File: src/design/srs_pkg.sv
package srs_pkg;

    localparam int unsigned OFF_W   = 48;
    localparam int unsigned LEN_W   = 32;
    localparam int unsigned SS_W    = 32;
    localparam int unsigned CNT_W   = 9;
    localparam int unsigned SRV_W   = 8;
    localparam int unsigned IDX_W   = 2;
    localparam int unsigned CFG_W   = 48;
    localparam int unsigned PC_W    = 3;
    localparam int unsigned DIV_STEPS = OFF_W;
    localparam int unsigned DCNT_W  = $clog2(DIV_STEPS);

    localparam int unsigned MAX_CHUNKS_DEF = 64;

    localparam logic [SS_W-1:0]  STRIPE_BYTES_RST  = SS_W'(65536);
    localparam logic [OFF_W-1:0] STRIPE_ORIGIN_RST = '0;
    localparam logic [CNT_W-1:0] SERVER_COUNT_RST  = CNT_W'(1);
    localparam logic [CNT_W-1:0] SERVER_COUNT_MAX  = CNT_W'(256);

    typedef enum logic [IDX_W-1:0] {
        REG_STRIPE_BYTES  = 2'd0,
        REG_STRIPE_ORIGIN = 2'd1,
        REG_SERVER_COUNT  = 2'd2
    } reg_idx_t;

    typedef enum logic [1:0] {
        ST_OK    = 2'd0,
        ST_BELOW = 2'd1,
        ST_MANY  = 2'd2
    } status_t;

    // Datapath operations selected by the control word.
    typedef enum logic [2:0] {
        OP_NOP       = 3'd0,
        OP_LOAD      = 3'd1,
        OP_SETUP     = 3'd2,
        OP_ERR_BELOW = 3'd3,
        OP_DIV       = 3'd4,
        OP_FIRST     = 3'd5,
        OP_CHECK     = 3'd6,
        OP_EMIT      = 3'd7
    } op_t;

    // Jump conditions; a taken jump loads the target, otherwise the step advances.
    typedef enum logic [2:0] {
        C_NEVER     = 3'd0,
        C_NO_INPUT  = 3'd1,
        C_ZERO_LEN  = 3'd2,
        C_ONE_SRV   = 3'd3,
        C_BELOW     = 3'd4,
        C_DIV_BUSY  = 3'd5,
        C_EMIT_MORE = 3'd6
    } cond_t;

    localparam logic [PC_W-1:0] STEP_WAIT  = 3'd0;
    localparam logic [PC_W-1:0] STEP_SETUP = 3'd1;
    localparam logic [PC_W-1:0] STEP_ONE   = 3'd2;
    localparam logic [PC_W-1:0] STEP_ORG   = 3'd3;
    localparam logic [PC_W-1:0] STEP_DIV   = 3'd4;
    localparam logic [PC_W-1:0] STEP_FIRST = 3'd5;
    localparam logic [PC_W-1:0] STEP_CHECK = 3'd6;
    localparam logic [PC_W-1:0] STEP_EMIT  = 3'd7;

    typedef struct packed {
        op_t             op;
        cond_t           cond;
        logic [PC_W-1:0] target;
    } ucode_t;

    typedef struct packed {
        op_t op;
    } ctrl_t;

    typedef struct packed {
        logic in_valid;
        logic zero_len;
        logic one_srv;
        logic below;
        logic div_busy;
        logic emit_more;
    } flags_t;

    typedef struct packed {
        logic start;
        logic step;
    } div_ctrl_t;

    // The program. The emit step falls through to step 0 when the pointer wraps.
    function automatic ucode_t ucode_rom(input logic [PC_W-1:0] pc);
        ucode_t w;
        case (pc)
            STEP_WAIT:  w = '{OP_LOAD,      C_NO_INPUT,  STEP_WAIT};
            STEP_SETUP: w = '{OP_SETUP,     C_ZERO_LEN,  STEP_WAIT};
            STEP_ONE:   w = '{OP_NOP,       C_ONE_SRV,   STEP_EMIT};
            STEP_ORG:   w = '{OP_ERR_BELOW, C_BELOW,     STEP_EMIT};
            STEP_DIV:   w = '{OP_DIV,       C_DIV_BUSY,  STEP_DIV};
            STEP_FIRST: w = '{OP_FIRST,     C_NEVER,     STEP_WAIT};
            STEP_CHECK: w = '{OP_CHECK,     C_NEVER,     STEP_WAIT};
            STEP_EMIT:  w = '{OP_EMIT,      C_EMIT_MORE, STEP_EMIT};
            default:    w = '{OP_NOP,       C_NEVER,     STEP_WAIT};
        endcase
        return w;
    endfunction

endpackage

File: src/design/srs_ifs.sv
interface srs_region_if import srs_pkg::*; ();
    logic             valid;
    logic             ready;
    logic [OFF_W-1:0] region_offset;
    logic [LEN_W-1:0] region_bytes;
    logic             access_kind;

    modport source (output valid, region_offset, region_bytes, access_kind, input ready);
    modport sink (input valid, region_offset, region_bytes, access_kind, output ready);
endinterface

interface srs_chunk_if import srs_pkg::*; ();
    logic             valid;
    logic             ready;
    logic [SRV_W-1:0] server_index;
    logic [LEN_W-1:0] chunk_bytes;
    logic [LEN_W-1:0] buffer_offset;
    logic             chunk_kind;
    logic [1:0]       status;
    logic             last_chunk;

    modport source (output valid, server_index, chunk_bytes, buffer_offset, chunk_kind,
                    status, last_chunk, input ready);
    modport sink (input valid, server_index, chunk_bytes, buffer_offset, chunk_kind,
                  status, last_chunk, output ready);
endinterface

interface srs_cfg_if import srs_pkg::*; ();
    logic             valid;
    logic             ready;
    logic [IDX_W-1:0] index;
    logic [CFG_W-1:0] data;

    modport source (output valid, index, data, input ready);
    modport sink (input valid, index, data, output ready);
endinterface

File: src/design/stripe_region_splitter_core.sv
// Stripe region splitter.
// A region word (file offset, length, read or write kind) enters on the region
// channel; the block answers on the chunk channel with one word per stripe piece,
// giving the server, the piece length and its offset within the region buffer,
// with last_chunk set on the final word. An empty region gives no word at all.
// Errors (offset below the stripe origin, or more than MAX_CHUNKS pieces) give a
// single word with a non-zero status and last_chunk set.
// The cfg channel writes stripe_bytes (index 0), stripe_origin (1) and
// server_count (2); it is always ready and is to be used only while idle.
// The block handles one region at a time under a small microcoded
// sequencer. A striped region passes through the 48-step shared divider
// that finds the starting stripe and server before its pieces are emitted;
// single-server regions, empty regions and origin errors do not wait on it.
// Region ready is high only on the sequencer's wait step.
// The chunk output is one register deep: while it is stalled the sequencer
// holds on the emit step. Reset restores the register defaults (64 KiB stripes,
// origin 0, one server) and returns the sequencer to its wait step.
module stripe_region_splitter_core import srs_pkg::*;
#(
    parameter int unsigned MAX_CHUNKS = MAX_CHUNKS_DEF
)
(
    input  logic         clk,
    input  logic         rst_n,
    srs_region_if.sink   region,
    srs_chunk_if.source  chunk,
    srs_cfg_if.sink      cfg
);

    localparam int unsigned LIM_W = SS_W + $clog2(MAX_CHUNKS);
    localparam int unsigned SUM_W = LIM_W + 1;

    // Configuration registers.
    logic [SS_W-1:0]  stripe_bytes_reg;
    logic [OFF_W-1:0] stripe_origin_reg;
    logic [CNT_W-1:0] server_count_reg;

    // Region and walk state.
    logic [OFF_W-1:0] off_reg;
    logic [LEN_W-1:0] len_reg;
    logic             kind_reg;
    logic [LIM_W-1:0] lim_reg;
    logic [SS_W-1:0]  piece_reg;
    logic [LEN_W-1:0] done_reg;
    logic [SRV_W-1:0] srv_reg;
    status_t          status_reg;

    // Output register.
    logic             out_valid_reg;
    logic [SRV_W-1:0] out_srv_reg;
    logic [LEN_W-1:0] out_bytes_reg;
    logic [LEN_W-1:0] out_boff_reg;
    logic             out_kind_reg;
    status_t          out_status_reg;
    logic             out_last_reg;

    ctrl_t            ctrl;
    flags_t           flags;
    div_ctrl_t        dctl;

    logic [SS_W-1:0]  ss_eff;
    logic [CNT_W-1:0] cnt_eff;
    logic [SS_W-1:0]  div_rem;
    logic [SRV_W-1:0] div_mod;
    logic             div_busy;

    logic [LEN_W-1:0] left;
    logic             is_last;
    logic [LEN_W-1:0] piece_now;
    logic             slot_free;
    logic             emit_fire;
    logic             too_many;
    logic [CNT_W-1:0] srv_inc;

    // A zero stripe size counts as one byte; the server count is kept in 1..256.
    always_comb
    begin
        ss_eff = (stripe_bytes_reg == '0) ? SS_W'(1) : stripe_bytes_reg;
        if (server_count_reg == '0)
        begin
            cnt_eff = CNT_W'(1);
        end
        else if (server_count_reg > SERVER_COUNT_MAX)
        begin
            cnt_eff = SERVER_COUNT_MAX;
        end
        else
        begin
            cnt_eff = server_count_reg;
        end
    end

    // The current piece is cut short by what is left of the region, and that
    // also marks it as the last one.
    always_comb
    begin
        left      = len_reg - done_reg;
        is_last   = piece_reg >= left;
        piece_now = is_last ? left : piece_reg;
        slot_free = !out_valid_reg || chunk.ready;
        emit_fire = (ctrl.op == OP_EMIT) && slot_free;
        srv_inc   = {1'b0, srv_reg} + CNT_W'(1);
        // More than MAX_CHUNKS pieces exactly when the length passes the first
        // piece plus MAX_CHUNKS - 1 whole stripes.
        too_many  = SUM_W'(len_reg) > (SUM_W'(piece_reg) + SUM_W'(lim_reg));
    end

    assign flags.in_valid  = region.valid;
    assign flags.zero_len  = len_reg == '0;
    assign flags.one_srv   = cnt_eff == CNT_W'(1);
    assign flags.below     = off_reg < stripe_origin_reg;
    assign flags.div_busy  = div_busy;
    assign flags.emit_more = !slot_free || (status_reg == ST_OK && !is_last);

    assign dctl.start = ctrl.op == OP_SETUP;
    assign dctl.step  = ctrl.op == OP_DIV;

    assign region.ready = ctrl.op == OP_LOAD;
    assign cfg.ready    = 1'b1;

    srs_sequencer u_seq
    (
        .clk   (clk),
        .rst_n (rst_n),
        .flags (flags),
        .ctrl  (ctrl)
    );

    srs_divider u_div
    (
        .clk       (clk),
        .rst_n     (rst_n),
        .dctl      (dctl),
        .dividend  (off_reg - stripe_origin_reg),
        .divisor   (ss_eff),
        .modulus   (cnt_eff),
        .remainder (div_rem),
        .quo_mod   (div_mod),
        .busy      (div_busy)
    );

    always_ff @(posedge clk or negedge rst_n)
    begin
        if (!rst_n)
        begin
            stripe_bytes_reg  <= STRIPE_BYTES_RST;
            stripe_origin_reg <= STRIPE_ORIGIN_RST;
            server_count_reg  <= SERVER_COUNT_RST;
        end
        else if (cfg.valid)
        begin
            case (cfg.index)
                REG_STRIPE_BYTES:  stripe_bytes_reg  <= cfg.data[SS_W-1:0];
                REG_STRIPE_ORIGIN: stripe_origin_reg <= cfg.data[OFF_W-1:0];
                REG_SERVER_COUNT:  server_count_reg  <= cfg.data[CNT_W-1:0];
                default:           ;
            endcase
        end
    end

    always_ff @(posedge clk or negedge rst_n)
    begin
        if (!rst_n)
        begin
            out_valid_reg <= 1'b0;
            status_reg    <= ST_OK;
        end
        else
        begin
            if (emit_fire)
            begin
                out_valid_reg <= 1'b1;
            end
            else if (chunk.ready)
            begin
                out_valid_reg <= 1'b0;
            end

            case (ctrl.op)
                OP_SETUP:     status_reg <= ST_OK;
                OP_ERR_BELOW: status_reg <= ST_BELOW;
                OP_FIRST:     status_reg <= ST_OK;
                OP_CHECK:     status_reg <= too_many ? ST_MANY : ST_OK;
                default:      ;
            endcase
        end
    end

    always_ff @(posedge clk)
    begin
        case (ctrl.op)
            OP_LOAD:
            begin
                if (region.valid)
                begin
                    off_reg  <= region.region_offset;
                    len_reg  <= region.region_bytes;
                    kind_reg <= region.access_kind;
                end
            end
            OP_SETUP:
            begin
                // Single-server layout: the whole region from server 0.
                lim_reg   <= LIM_W'(ss_eff) * LIM_W'(MAX_CHUNKS - 1);
                piece_reg <= len_reg;
                done_reg  <= '0;
                srv_reg   <= '0;
            end
            OP_FIRST:
            begin
                piece_reg <= ss_eff - div_rem;
                srv_reg   <= div_mod;
            end
            OP_EMIT:
            begin
                if (slot_free)
                begin
                    out_kind_reg   <= kind_reg;
                    out_status_reg <= status_reg;
                    if (status_reg == ST_OK)
                    begin
                        out_srv_reg   <= srv_reg;
                        out_bytes_reg <= piece_now;
                        out_boff_reg  <= done_reg;
                        out_last_reg  <= is_last;
                        done_reg      <= done_reg + piece_now;
                        piece_reg     <= ss_eff;
                        srv_reg       <= (srv_inc == cnt_eff) ? '0 : srv_inc[SRV_W-1:0];
                    end
                    else
                    begin
                        out_srv_reg   <= '0;
                        out_bytes_reg <= '0;
                        out_boff_reg  <= '0;
                        out_last_reg  <= 1'b1;
                    end
                end
            end
            default:
            begin
            end
        endcase
    end

    assign chunk.valid         = out_valid_reg;
    assign chunk.server_index  = out_srv_reg;
    assign chunk.chunk_bytes   = out_bytes_reg;
    assign chunk.buffer_offset = out_boff_reg;
    assign chunk.chunk_kind    = out_kind_reg;
    assign chunk.status        = out_status_reg;
    assign chunk.last_chunk    = out_last_reg;

endmodule

File: src/design/srs_sequencer.sv
module srs_sequencer import srs_pkg::*;
(
    input  logic   clk,
    input  logic   rst_n,
    input  flags_t flags,
    output ctrl_t  ctrl
);

    logic [PC_W-1:0] pc_reg;
    logic [PC_W-1:0] pc_next;
    ucode_t          word;
    logic            jump;

    assign word    = ucode_rom(pc_reg);
    assign ctrl.op = word.op;

    always_comb
    begin
        case (word.cond)
            C_NEVER:     jump = 1'b0;
            C_NO_INPUT:  jump = !flags.in_valid;
            C_ZERO_LEN:  jump = flags.zero_len;
            C_ONE_SRV:   jump = flags.one_srv;
            C_BELOW:     jump = flags.below;
            C_DIV_BUSY:  jump = flags.div_busy;
            C_EMIT_MORE: jump = flags.emit_more;
            default:     jump = 1'b0;
        endcase
        pc_next = jump ? word.target : pc_reg + PC_W'(1);
    end

    always_ff @(posedge clk or negedge rst_n)
    begin
        if (!rst_n)
        begin
            pc_reg <= STEP_WAIT;
        end
        else
        begin
            pc_reg <= pc_next;
        end
    end

endmodule

File: src/design/srs_divider.sv
module srs_divider import srs_pkg::*;
(
    input  logic             clk,
    input  logic             rst_n,
    input  div_ctrl_t        dctl,
    input  logic [OFF_W-1:0] dividend,
    input  logic [SS_W-1:0]  divisor,
    input  logic [CNT_W-1:0] modulus,
    output logic [SS_W-1:0]  remainder,
    output logic [SRV_W-1:0] quo_mod,
    output logic             busy
);

    // Restoring division, one quotient bit per step. Each quotient bit is also
    // folded into the quotient modulo the server count as it appears.
    logic [OFF_W-1:0]  dvd_reg;
    logic [SS_W-1:0]   rem_reg;
    logic [SRV_W-1:0]  mod_reg;
    logic [DCNT_W-1:0] count_reg;

    logic [SS_W:0]     trial;
    logic              qbit;
    logic [SS_W-1:0]   rem_next;
    logic [CNT_W-1:0]  mod_dbl;
    logic [SRV_W-1:0]  mod_next;

    always_comb
    begin
        trial    = {rem_reg, dvd_reg[OFF_W-1]};
        qbit     = trial >= {1'b0, divisor};
        rem_next = qbit ? SS_W'(trial - {1'b0, divisor}) : trial[SS_W-1:0];
        mod_dbl  = {mod_reg, qbit};
        mod_next = (mod_dbl >= modulus) ? SRV_W'(mod_dbl - modulus) : mod_dbl[SRV_W-1:0];
    end

    always_ff @(posedge clk or negedge rst_n)
    begin
        if (!rst_n)
        begin
            count_reg <= '0;
        end
        else if (dctl.start)
        begin
            count_reg <= DCNT_W'(DIV_STEPS - 1);
        end
        else if (dctl.step && count_reg != '0)
        begin
            count_reg <= count_reg - DCNT_W'(1);
        end
    end

    always_ff @(posedge clk)
    begin
        if (dctl.start)
        begin
            dvd_reg <= dividend;
            rem_reg <= '0;
            mod_reg <= '0;
        end
        else if (dctl.step)
        begin
            dvd_reg <= {dvd_reg[OFF_W-2:0], 1'b0};
            rem_reg <= rem_next;
            mod_reg <= mod_next;
        end
    end

    assign remainder = rem_reg;
    assign quo_mod   = mod_reg;
    assign busy      = count_reg != '0;

endmodule

File: src/flat_wrapper.sv
// flat-port wrapper written by rule: the top's interface ports become plain ports
module stripe_region_splitter_core_flat import srs_pkg::*;
#(
    parameter int unsigned MAX_CHUNKS = MAX_CHUNKS_DEF
)
  (clk, rst_n, region_valid, region_region_offset, region_region_bytes, region_access_kind, region_ready, chunk_valid, chunk_server_index, chunk_chunk_bytes, chunk_buffer_offset, chunk_chunk_kind, chunk_status, chunk_last_chunk, chunk_ready, cfg_valid, cfg_index, cfg_data, cfg_ready);
  srs_region_if region_i ();
  srs_chunk_if chunk_i ();
  srs_cfg_if cfg_i ();
  input  logic clk;
  input  logic rst_n;
  input wire logic [$bits(region_i.valid)-1:0] region_valid;
  input wire logic [$bits(region_i.region_offset)-1:0] region_region_offset;
  input wire logic [$bits(region_i.region_bytes)-1:0] region_region_bytes;
  input wire logic [$bits(region_i.access_kind)-1:0] region_access_kind;
  output wire logic [$bits(region_i.ready)-1:0] region_ready;
  output wire logic [$bits(chunk_i.valid)-1:0] chunk_valid;
  output wire logic [$bits(chunk_i.server_index)-1:0] chunk_server_index;
  output wire logic [$bits(chunk_i.chunk_bytes)-1:0] chunk_chunk_bytes;
  output wire logic [$bits(chunk_i.buffer_offset)-1:0] chunk_buffer_offset;
  output wire logic [$bits(chunk_i.chunk_kind)-1:0] chunk_chunk_kind;
  output wire logic [$bits(chunk_i.status)-1:0] chunk_status;
  output wire logic [$bits(chunk_i.last_chunk)-1:0] chunk_last_chunk;
  input wire logic [$bits(chunk_i.ready)-1:0] chunk_ready;
  input wire logic [$bits(cfg_i.valid)-1:0] cfg_valid;
  input wire logic [$bits(cfg_i.index)-1:0] cfg_index;
  input wire logic [$bits(cfg_i.data)-1:0] cfg_data;
  output wire logic [$bits(cfg_i.ready)-1:0] cfg_ready;
  assign region_i.valid = region_valid;
  assign region_i.region_offset = region_region_offset;
  assign region_i.region_bytes = region_region_bytes;
  assign region_i.access_kind = region_access_kind;
  assign region_ready = region_i.ready;
  assign chunk_valid = chunk_i.valid;
  assign chunk_server_index = chunk_i.server_index;
  assign chunk_chunk_bytes = chunk_i.chunk_bytes;
  assign chunk_buffer_offset = chunk_i.buffer_offset;
  assign chunk_chunk_kind = chunk_i.chunk_kind;
  assign chunk_status = chunk_i.status;
  assign chunk_last_chunk = chunk_i.last_chunk;
  assign chunk_i.ready = chunk_ready;
  assign cfg_i.valid = cfg_valid;
  assign cfg_i.index = cfg_index;
  assign cfg_i.data = cfg_data;
  assign cfg_ready = cfg_i.ready;
  stripe_region_splitter_core #(.MAX_CHUNKS(MAX_CHUNKS)) u_core (.clk(clk), .rst_n(rst_n), .region(region_i), .chunk(chunk_i), .cfg(cfg_i));
endmodule
File: config.mk
export PLATFORM = sky130hd
export DESIGN_NAME = stripe_region_splitter_core_flat
export DESIGN_NICKNAME = d
export VERILOG_FILES = /design/src/design/srs_pkg.sv /design/src/design/srs_ifs.sv /design/src/design/stripe_region_splitter_core.sv /design/src/design/srs_sequencer.sv /design/src/design/srs_divider.sv /design/src/flat_wrapper.sv
export SDC_FILE = /design/constraint.sdc
export NUM_CORES = 1
export LEC_CHECK = 0
export BUFFER_PORTS_ARGS = -buffer_cell sky130_fd_sc_hd__buf_2
export CAP_MARGIN = 15
export CORE_AREA = 2 2 255 257
export CTS_CLUSTER_SIZE = 8
export DETAILED_ROUTE_END_ITERATION = 7
export DIE_AREA = 0 0 257 259
export HOLD_SLACK_MARGIN = 0.12
export PLACE_DENSITY = 0.84
export SLEW_MARGIN = 20
export SYNTH_ARGS = -nofsm -noshare
export SYNTH_HDL_FRONTEND = slang
export SYNTH_HIERARCHICAL = 1
export SYNTH_SLANG_ARGS = --single-unit
export TNS_END_PERCENT = 10
File: constraint.sdc
create_clock -name clk -period 10.1 [get_ports clk]
set_input_delay 0 -clock clk [delete_from_list [all_inputs] [get_ports clk]]
set_output_delay 0 -clock clk [all_outputs]
set_load 0.005 [all_outputs]
# ---- Yosys cells after proc, flatten, opt, wreduce, memory -nomap -nowiden
# Memories as Yosys holds them, arrays and structs flattened.
# Cells that the tools add are included.
dict set report totals {
  rom_bits 72
  word_cells 115
  inputBits 136
  memories 1
  output_inout_bits 79
  ff_bits 456
}
# name depth width rd rd_ports_with_merged_regs wr line_no
set mem_list {}
lappend mem_list {{(no name shown)} 8 9 1 0 0 srs_pkg.sv:92} ;# case (pc)
dict set report op_classes {
  multipliers 1
  reduce_logical 29
  magnitude_cmp 6
  n_eq_ne 19
  n_addsub 10
  muxes 26
}
# operator n
set op_table {}
lappend op_table {{2-to-1 mux 32 bit} 7}
lappend op_table {{2-to-1 mux 48 bit} 2}
lappend op_table {{one-hot mux 32 bit (3 select lines)} 1}
lappend op_table {{subtractor 32 bit} 3}
lappend op_table {{logical NOT 32 bit} 2}
lappend op_table {{one-hot mux 32 bit (2 select lines)} 1}
lappend op_table {{less-than comparator 48 bit} 1}
lappend op_table {{subtractor 48 bit} 1}
lappend op_table {{adder 32 x 38 -> 39 bit} 1}
lappend op_table {{> comparator 32 x 39 -> 1 bit} 1}
lappend op_table {{multiplier 32 x 6 -> 38 bit (second input constant)} 1}
lappend op_table {{>= comparator 33 x 32 -> 1 bit} 1}
lappend op_table {{adder 32 bit} 1}
lappend op_table {{>= comparator 32 bit} 1}
lappend op_table {{2-to-1 mux 8 bit} 4}
lappend op_table {{one-hot mux 8 bit (3 select lines)} 1}
lappend op_table {{== test 3 bit (second input constant)} 7}
lappend op_table {{2-to-1 mux 9 bit} 2}
lappend op_table {{== test 3 x 2 -> 1 bit (second input constant)} 4}
lappend op_table {{2-to-1 mux 6 bit} 2}
lappend op_table {{AND reduction 2 bit} 5}
lappend op_table {{adder 8 x 1 -> 9 bit (second input constant)} 1}
lappend op_table {{== test 9 x 1 -> 1 bit (second input constant)} 1}
lappend op_table {{== test 9 bit} 1}
lappend op_table {{other kinds (25)} 39}

# ---- Depth between registers and ports, before layout
# Gate-level depths: netlist of run 1.
dict set report logic_depth {
  word_depth 8
  depth_mapped 37
  ltp_nobuf 35
}

# ---- Modules after synthesis
# The synthesis of run 1 kept the hierarchy.
# mod cells_each area_per_inst_um2 instances seq_area_each_um2
set modules_own_cells {}
lappend modules_own_cells {stripe_region_splitter_core 2696 27629.0 1 10322.4}
lappend modules_own_cells {srs_divider 676 6628.9 1 2392.3}
lappend modules_own_cells {srs_sequencer 54 447.9 1 75.1}

# ---- Worst setup path after synthesis of run 1
# No wires, ideal clock.
dict set report synth_path {
  kind {register -> register}
  start {register u_core.len_reg[2]}
  end {register u_core.done_reg[30], data pin}
  setup_ps 266
  path_stages_with_launch 32
  path_slack_ps 2526
  n_path_buf 2
  synth_period_minus_slack_ps 7574
  required_time_ps 9834
  t_arrival_ps 7308
  path_cell_list {edfxtp_1 ha_1 nor2_1 a211oi_1 o41ai_1 o21ai_1 a41oi_1 a2111oi_2 nor2_1 a211o_1 xor2_1 ha_1 o2111ai_1 nor4_1 o311a_1 o32a_1 buf_1 clkbuf_1 a21oi_1 ha_1 fa_1 a21o_1 a211oi_1 o21ai_0 a21oi_1 o2111ai_1 a2111oi_2 o31ai_1 a221o_1 a21oi_1 xor2_1 nor2_1}
}
dict set report synth_between {
  elab_chain_len 7
}
# element line_no
set synth_rtl {}
lappend synth_rtl {{start: declaration} stripe_region_splitter_core.sv:40} ;# logic [LEN_W-1:0] len_reg;
lappend synth_rtl {{start signal: assignment} stripe_region_splitter_core.sv:197} ;# len_reg <= region.region_bytes;
lappend synth_rtl {{subtractor 32 bit} stripe_region_splitter_core.sv:97} ;# left = len_reg - done_reg;
lappend synth_rtl {{>= comparator 32 bit} stripe_region_splitter_core.sv:98} ;# is_last = piece_reg >= left;
lappend synth_rtl {{2-to-1 mux 32 bit} stripe_region_splitter_core.sv:99} ;# piece_now = is_last ? left : piece_reg;
lappend synth_rtl {{net u_core.piece_now[0]} stripe_region_splitter_core.sv:69} ;# logic [LEN_W-1:0] piece_now;
lappend synth_rtl {{adder 32 bit} stripe_region_splitter_core.sv:226} ;# done_reg <= done_reg + piece_now;
lappend synth_rtl {{2-to-1 mux 32 bit} stripe_region_splitter_core.sv:220} ;# if (status_reg == ST_OK)
lappend synth_rtl {{2-to-1 mux 32 bit} stripe_region_splitter_core.sv:216} ;# if (slot_free)
lappend synth_rtl {{one-hot mux 32 bit (2 select lines)} stripe_region_splitter_core.sv:191} ;# case (ctrl.op)
lappend synth_rtl {{end signal: assignment} stripe_region_splitter_core.sv:226}
lappend synth_rtl {{end: declaration} stripe_region_splitter_core.sv:44} ;# logic [LEN_W-1:0] done_reg;
# The timed path passes the listed nets, and every way through them passes these cells. The select of a mux whose other input is x is not followed.
# A chain may end at the register's enable or synchronous reset.

# ---- Worst setup path in the final report of run 1
# Ends and elaborated chain as after synthesis.

==> results of run 1 <==
==> stage by stage <==
stage / utilization / hold WS [ps]
2_1_floorplan: - / -296
3_3_place_gp: 0.571 / -4.60
3_5_place_dp: 0.571 / 4.46
4_1_cts: 0.634 / 127
5_1_grt: 0.635 / 128
6_report: 0.635 / 148
==> kinds of logic (layout without fill, tap and decap cells) <==
group,after synthesis,in the layout,synth area share
fa+ha+maj,431,431,0.177
compound gates,877,877,0.170
mux,190,190,0.0607
buf+inv,398,828,0.0456
other cells,1,2,0.000108
flops,456,456,0.369
simple gates,841,841,0.120
xor+xnor,232,232,0.0585
==> cell type report <==
type	count	area (um2)
Antenna cell	1	2.50
Clock buffer	117	1920
Clock inverter	9	121
Fill cell	4707	23300
Inverter	268	1010
Multi-Input combinational cell	2572	20400
Sequential cell	456	12800
Tap cell	855	1070
Timing Repair Buffer	434	3260
==> synthesized netlist by cell type, types with 10 or more instances <==
library cell  number  area share
a211o_1           13      0.0033
a211oi_1          43      0.0093
a211oi_2          15      0.0054
a21o_1           138       0.030
a21oi_1          252       0.036
a21oi_2           16      0.0040
a22o_1            11      0.0028
a31oi_1           25      0.0045
and2_1            49      0.0088
and3_1            36      0.0065
clkbuf_1         102       0.011
dfrtp_1           99       0.071
dfxtp_1           40       0.023
edfxtp_1         315        0.27
fa_1              98       0.057
ha_1             333        0.12
inv_1            268       0.029
mux2_2           157       0.051
mux2i_1           30      0.0087
nand2_1          161       0.017
nand2b_1          44      0.0079
nand3_1           65      0.0094
nand4_1           38      0.0068
nor2_1           260       0.028
nor2b_1           52      0.0094
nor3_1            52      0.0075
nor3b_1           10      0.0022
nor4_1            25      0.0045
o211ai_1          12      0.0026
o21a_1            40      0.0087
o21ai_0          153       0.022
o21bai_1          33      0.0071
o31ai_1           15      0.0032
xnor2_1          138       0.035
xor2_1            94       0.024
==> per-layer routing <==
metal | vias to the layer above | global-route usage | share of wire
li1 | 13200 | - | -
met1 | 13700 | 0.356 | 0.38
met2 | 1537 | 0.506 | 0.47
met3 | 461 | 0.0518 | 0.077
met4 | 0 | 0.200 | 0.075
met5 | - | 0 | 0
==> final timing paths <==
path	from	to	slack [ps]	depth (start not counted)
setup reg to reg	u_core/len_reg[2]$_DFFE_PP_	u_core/done_reg[30]$_SDFFCE_PN0P_	1390	28
min in group asynchronous	rst_n	u_core/stripe_origin_reg[21]$_DFFE_PN0P_	520	4
setup / recovery	u_core/len_reg[2]$_DFFE_PP_	u_core/done_reg[30]$_SDFFCE_PN0P_	1390	28
hold / removal	region_region_offset[20]	u_core/off_reg[20]$_DFFE_PP_	150	2
max in group asynchronous	rst_n	u_core/status_reg[1]$_DFFE_PN0P_	8860	4
hold reg to reg	u_core/kind_reg$_DFFE_PP_	u_core/chunk.chunk_kind$_DFFE_PP_	460	0
==> run metrics, run 1 <==
outcome=finished clean; max_cap viols=0; router iterations before antenna repair=6; core area=0.0639 mm2; WP data arrival=9050 ps; largest net degree at the start of global routing=125; GRT Overall Usage=0.301; Ports=215; Rel. slew slack=0.288; vias in the first global route=29,300; CTS tree=built; WP data required=10,440 ps; gpl congestion=0.942; worst-margin pin slew=1040 ps; placed cell area=0.0365 mm2; count of cell types in the netlist=106; setup TNS=0 ps; first-pass GRT wire length=158,000 um; Final Hold Fails=0; EDFF count, synth=315; fin. max-slew vios=0; HPWL after DPL=66,000 um; htree depth=3; # hold bufs at CTS=199; WS Path Type=flip-flop to flip-flop; Layout Skew=41.4 ps; Sink Count=456; #FFs+latches synth=456; Port Buffers=213; starting density of the core=0.543; Clock Pin Slew Worst Setup and Hold Paths=60 ps; WL per Instance=21.4 um; commonest non-fill, non-tap cell in the layout=ha_1; synthesized net count=3,993; minimum clock period=8710 ps; number of CTS-inserted buffers=68; post-route ant nets=0; Max clock buf depth=3; DR iter-0 viols=2,708; # Post-CTS Setup Buffers=0; sequential-to-total area share from yosys stat=0.369; Buf/Inv on CP=0; CP most frequent cell=nor2_1; Die Area=0.0666 mm2; slack of the critical path=1390 ps; DRC violations left=0; final wirelength=101,000 um; GRT Residual Overflow=0; Clock Latency Late Sink=620 ps; DR vias=28,800; delay-heaviest family, CP=compound AO/OA/AOI/OAI gates; Post-Synthesis Cells=3,426; final setup violation count=0; Placed Cells=4,386; Tcrit/Tclk final=0.862; Via density=6.12; CTS root buffer=clkbuf_16; initial antenna violation count=1; Worst Path Max Fanout=21; worst min path class=primary input to flip-flop; layout cell share with drive strength beyond 1=0.144; nets=4,367; crit start category=flip-flop; warning count from the yosys run=6; Setup crit end kind=flip-flop; post-route cell area=0.0405 mm2; post-synthesis async set-or-reset flop share=0.221; unrepaired setup endpoints after global routing=no; Peak Freq=115 MHz; post_cts resized=0; Slowest-stage cell, CP=a2111oi_2; row cnt=93; Syn Area/Cell=10.1 um2; Die W=257 um; Setup WS pre-CTS=1550 ps; synth-to-layout area growth=16.8%; Syn Std Cell Area=0.0347 mm2; dominant synthesized flop cell=edfxtp_1; CP peak stage delay=520 ps; chip height=259 um; commonest cells after routing, fill and taps aside=333 x ha_1, 315 x edfxtp_1, 267 x inv_1; Final Non-Filler Cells=4,712
Power of run 1 is left out: the tool's default activity adds up to more than one toggle a clock period on the data nets, which glitch-free logic cannot reach.
==> run 2: changes to the inputs <==
--- a/config.mk
+++ b/config.mk
@@ -12,7 +12,8 @@
 export DETAILED_ROUTE_END_ITERATION = 7
 export DIE_AREA = 0 0 257 259
 export HOLD_SLACK_MARGIN = 0.12
-export PLACE_DENSITY = 0.84
+export PLACE_DENSITY = 0.83
+export REMOVE_ABC_BUFFERS = 1
 export SLEW_MARGIN = 20
 export SYNTH_ARGS = -nofsm -noshare
 export SYNTH_HDL_FRONTEND = slang
==> run 2 against run 1 <==
Compared with the run above:
- setup slack got worse by 140 ps
- design area fell by 0.25%
- non-clock buffer count up 2
- global-route usage down 2.7 points
- critical path depth unchanged
- hold slack about the same
- fmax down 1.6%
- first-iteration DRC count down 21%
- critical endpoint unchanged
==> run metrics, run 2 (synthesis results as in run 1) <==
outcome=finished clean (unchanged); starting density of the core=0.543 (unchanged); WS Path Type=flip-flop to flip-flop (unchanged); layout cell share with drive strength beyond 1=0.142 (was 0.144); core area=0.0639 mm2 (unchanged); Setup crit end kind=flip-flop (unchanged); CTS root buffer=clkbuf_16 (unchanged); area of the multi-input gates=0.0204 mm2 (unchanged); Sink Count=456 (unchanged); FILL cells=4,916 (was 4,707); htree depth=3 (unchanged); Max clock buf depth=3 (unchanged); worst min path class=primary input to flip-flop (unchanged); Rel. slew slack=0.188 (was 0.288); utilization after layout=0.633 (was 0.635); synth-to-layout area growth=16.5% (was 16.8%); Worst Path Max Fanout=24 (was 21); crit start category=flip-flop (unchanged); Reg area=0.0128 mm2 (unchanged); CP most frequent cell=nor2_1 (unchanged); final wirelength=92,600 um (was 101,000 um); number of CTS-inserted buffers=67 (was 68); Final Hold Fails=0 (unchanged); setup TNS=0 ps (unchanged); initial antenna violation count=1 (unchanged); Tcrit/Tclk final=0.876 (was 0.862); WP data required=10,420 ps (was 10,440 ps); first-pass GRT wire length=145,000 um (was 158,000 um); Die Area=0.0666 mm2 (unchanged); Clock Latency Late Sink=620 ps (about the same); Placed Cells=4,381 (was 4,386); WHS=148 ps (about the same); Slowest-stage cell, CP=a2111oi_2 (unchanged); Via density=5.90 (was 6.12); router iterations before antenna repair=5 (was 6); DRC violations left=0 (unchanged); chip height=259 um (unchanged); Ports=215 (unchanged); WL per Instance=19.7 um (was 21.4 um); GRT Overall Usage=0.274 (was 0.301); Clock Pin Slew Worst Setup and Hold Paths=50 ps (was 60 ps); Die W=257 um (unchanged); post_cts resized=0 (unchanged); post-route ant nets=0 (unchanged); CP peak stage delay=530 ps (was 520 ps); HPWL after DPL=64,800 um (was 66,000 um); hold depth=2 (unchanged); # Post-CTS Setup Buffers=0 (unchanged); GRT Residual Overflow=0 (unchanged); largest net degree at the start of global routing=136 (was 125); row cnt=93 (unchanged); nets=4,368 (was 4,367); vias in the first global route=28,000 (was 29,300); Port Buffers=213 (unchanged); CTS tree=built (unchanged); Layout Skew=37.7 ps (was 41.4 ps); WP data arrival=9180 ps (was 9050 ps); path depth of the worst reg2reg path=28 (unchanged); minimum clock period=8850 ps (was 8710 ps); Peak Freq=113 MHz (was 115 MHz); unrepaired setup endpoints after global routing=no (unchanged); DR iter-0 viols=2,142 (was 2,708); DR vias=27,700 (was 28,800); ant diodes=0 (was 1); commonest non-fill, non-tap cell in the layout=ha_1 (unchanged); commonest cells after routing, fill and taps aside=333 x ha_1, 315 x edfxtp_1, 267 x inv_1 (unchanged); worst-margin pin slew=1190 ps (was 1040 ps); final setup violation count=0 (unchanged); fin. max-slew vios=0 (unchanged); max_cap viols=0 (unchanged); gpl congestion=0.983 (was 0.942); Final Non-Filler Cells=4,700 (was 4,712)
## run 2: cell count changes in the layout (fill, tap and decap cells not counted), sizes merged
cell / delta
inv: +1
dlygate4sd3: +7
buf: -5
clkbuf: -10
clkinvlp: -1
clkinv: -3
diode: -1
## run 2: worst paths after layout
path	from	to	slack (ps)
worst max-delay path	u_core/len_reg[2]$_DFFE_PP_	u_core/done_reg[30]$_SDFFCE_PN0P_	1250
worst min-delay path	region_region_bytes[12]	u_core/len_reg[12]$_DFFE_PP_	150
worst max register to register	u_core/len_reg[2]$_DFFE_PP_	u_core/done_reg[30]$_SDFFCE_PN0P_	1250
worst min register to register	u_core/kind_reg$_DFFE_PP_	u_core/chunk.chunk_kind$_DFFE_PP_	420
max in group asynchronous	rst_n	u_core/chunk.valid$_DFFE_PN0P_	8850
min in group asynchronous	rst_n	u_core/stripe_origin_reg[25]$_DFFE_PN0P_	560
## run 2: metal layers
metal / up-vias / GRT usage / routed length, um
met5: - / 0 / 0
met2: 1032 / 0.485 / 45000
met4: 0 / 0.141 / 5070
met3: 243 / 0.0367 / 5260
met1: 13300 / 0.327 / 37200
li1: 13100 / - / -
## run 2: layout make-up
| class | count | area share |
|---|---|---|
| tap | 855 | 0.0265 |
| timing repair buffer | 436 | 0.0813 |
| inverter | 268 | 0.0249 |
| clock inverter | 6 | 0.00149 |
| clock buffer | 107 | 0.0457 |
| sequential | 456 | 0.316 |
| multi-input combinational | 2572 | 0.504 |
## run 2: repair_timing
item,in CTS,in global routing
hold buffers,206,0
hold endpoints to repair,264,0
endpoints found under the setup margin,0,0
## run 2: through the flow
stage                     instance area [um2]  worst slack (ps)
after floorplan                         34100              18.4
after global placement                  36400              1490
after detailed placement                36400              1420
after CTS                               40400              1320
after global routing                    40400               749
final                                   40400              1250
## run 2: critical path, delay by kind of cell (launching register included)
family / cells / cell delay [ps]
AND/OR/NAND/NOR: 4 / 580
AO/OA/AOI/OAI: 18 / 5600
adder cells (fa/ha/maj): 3 / 1170
flip-flops: 1 / 450
multiplexers: 1 / 440
XOR/XNOR: 2 / 310
Power of run 2 is left out for the same reason.
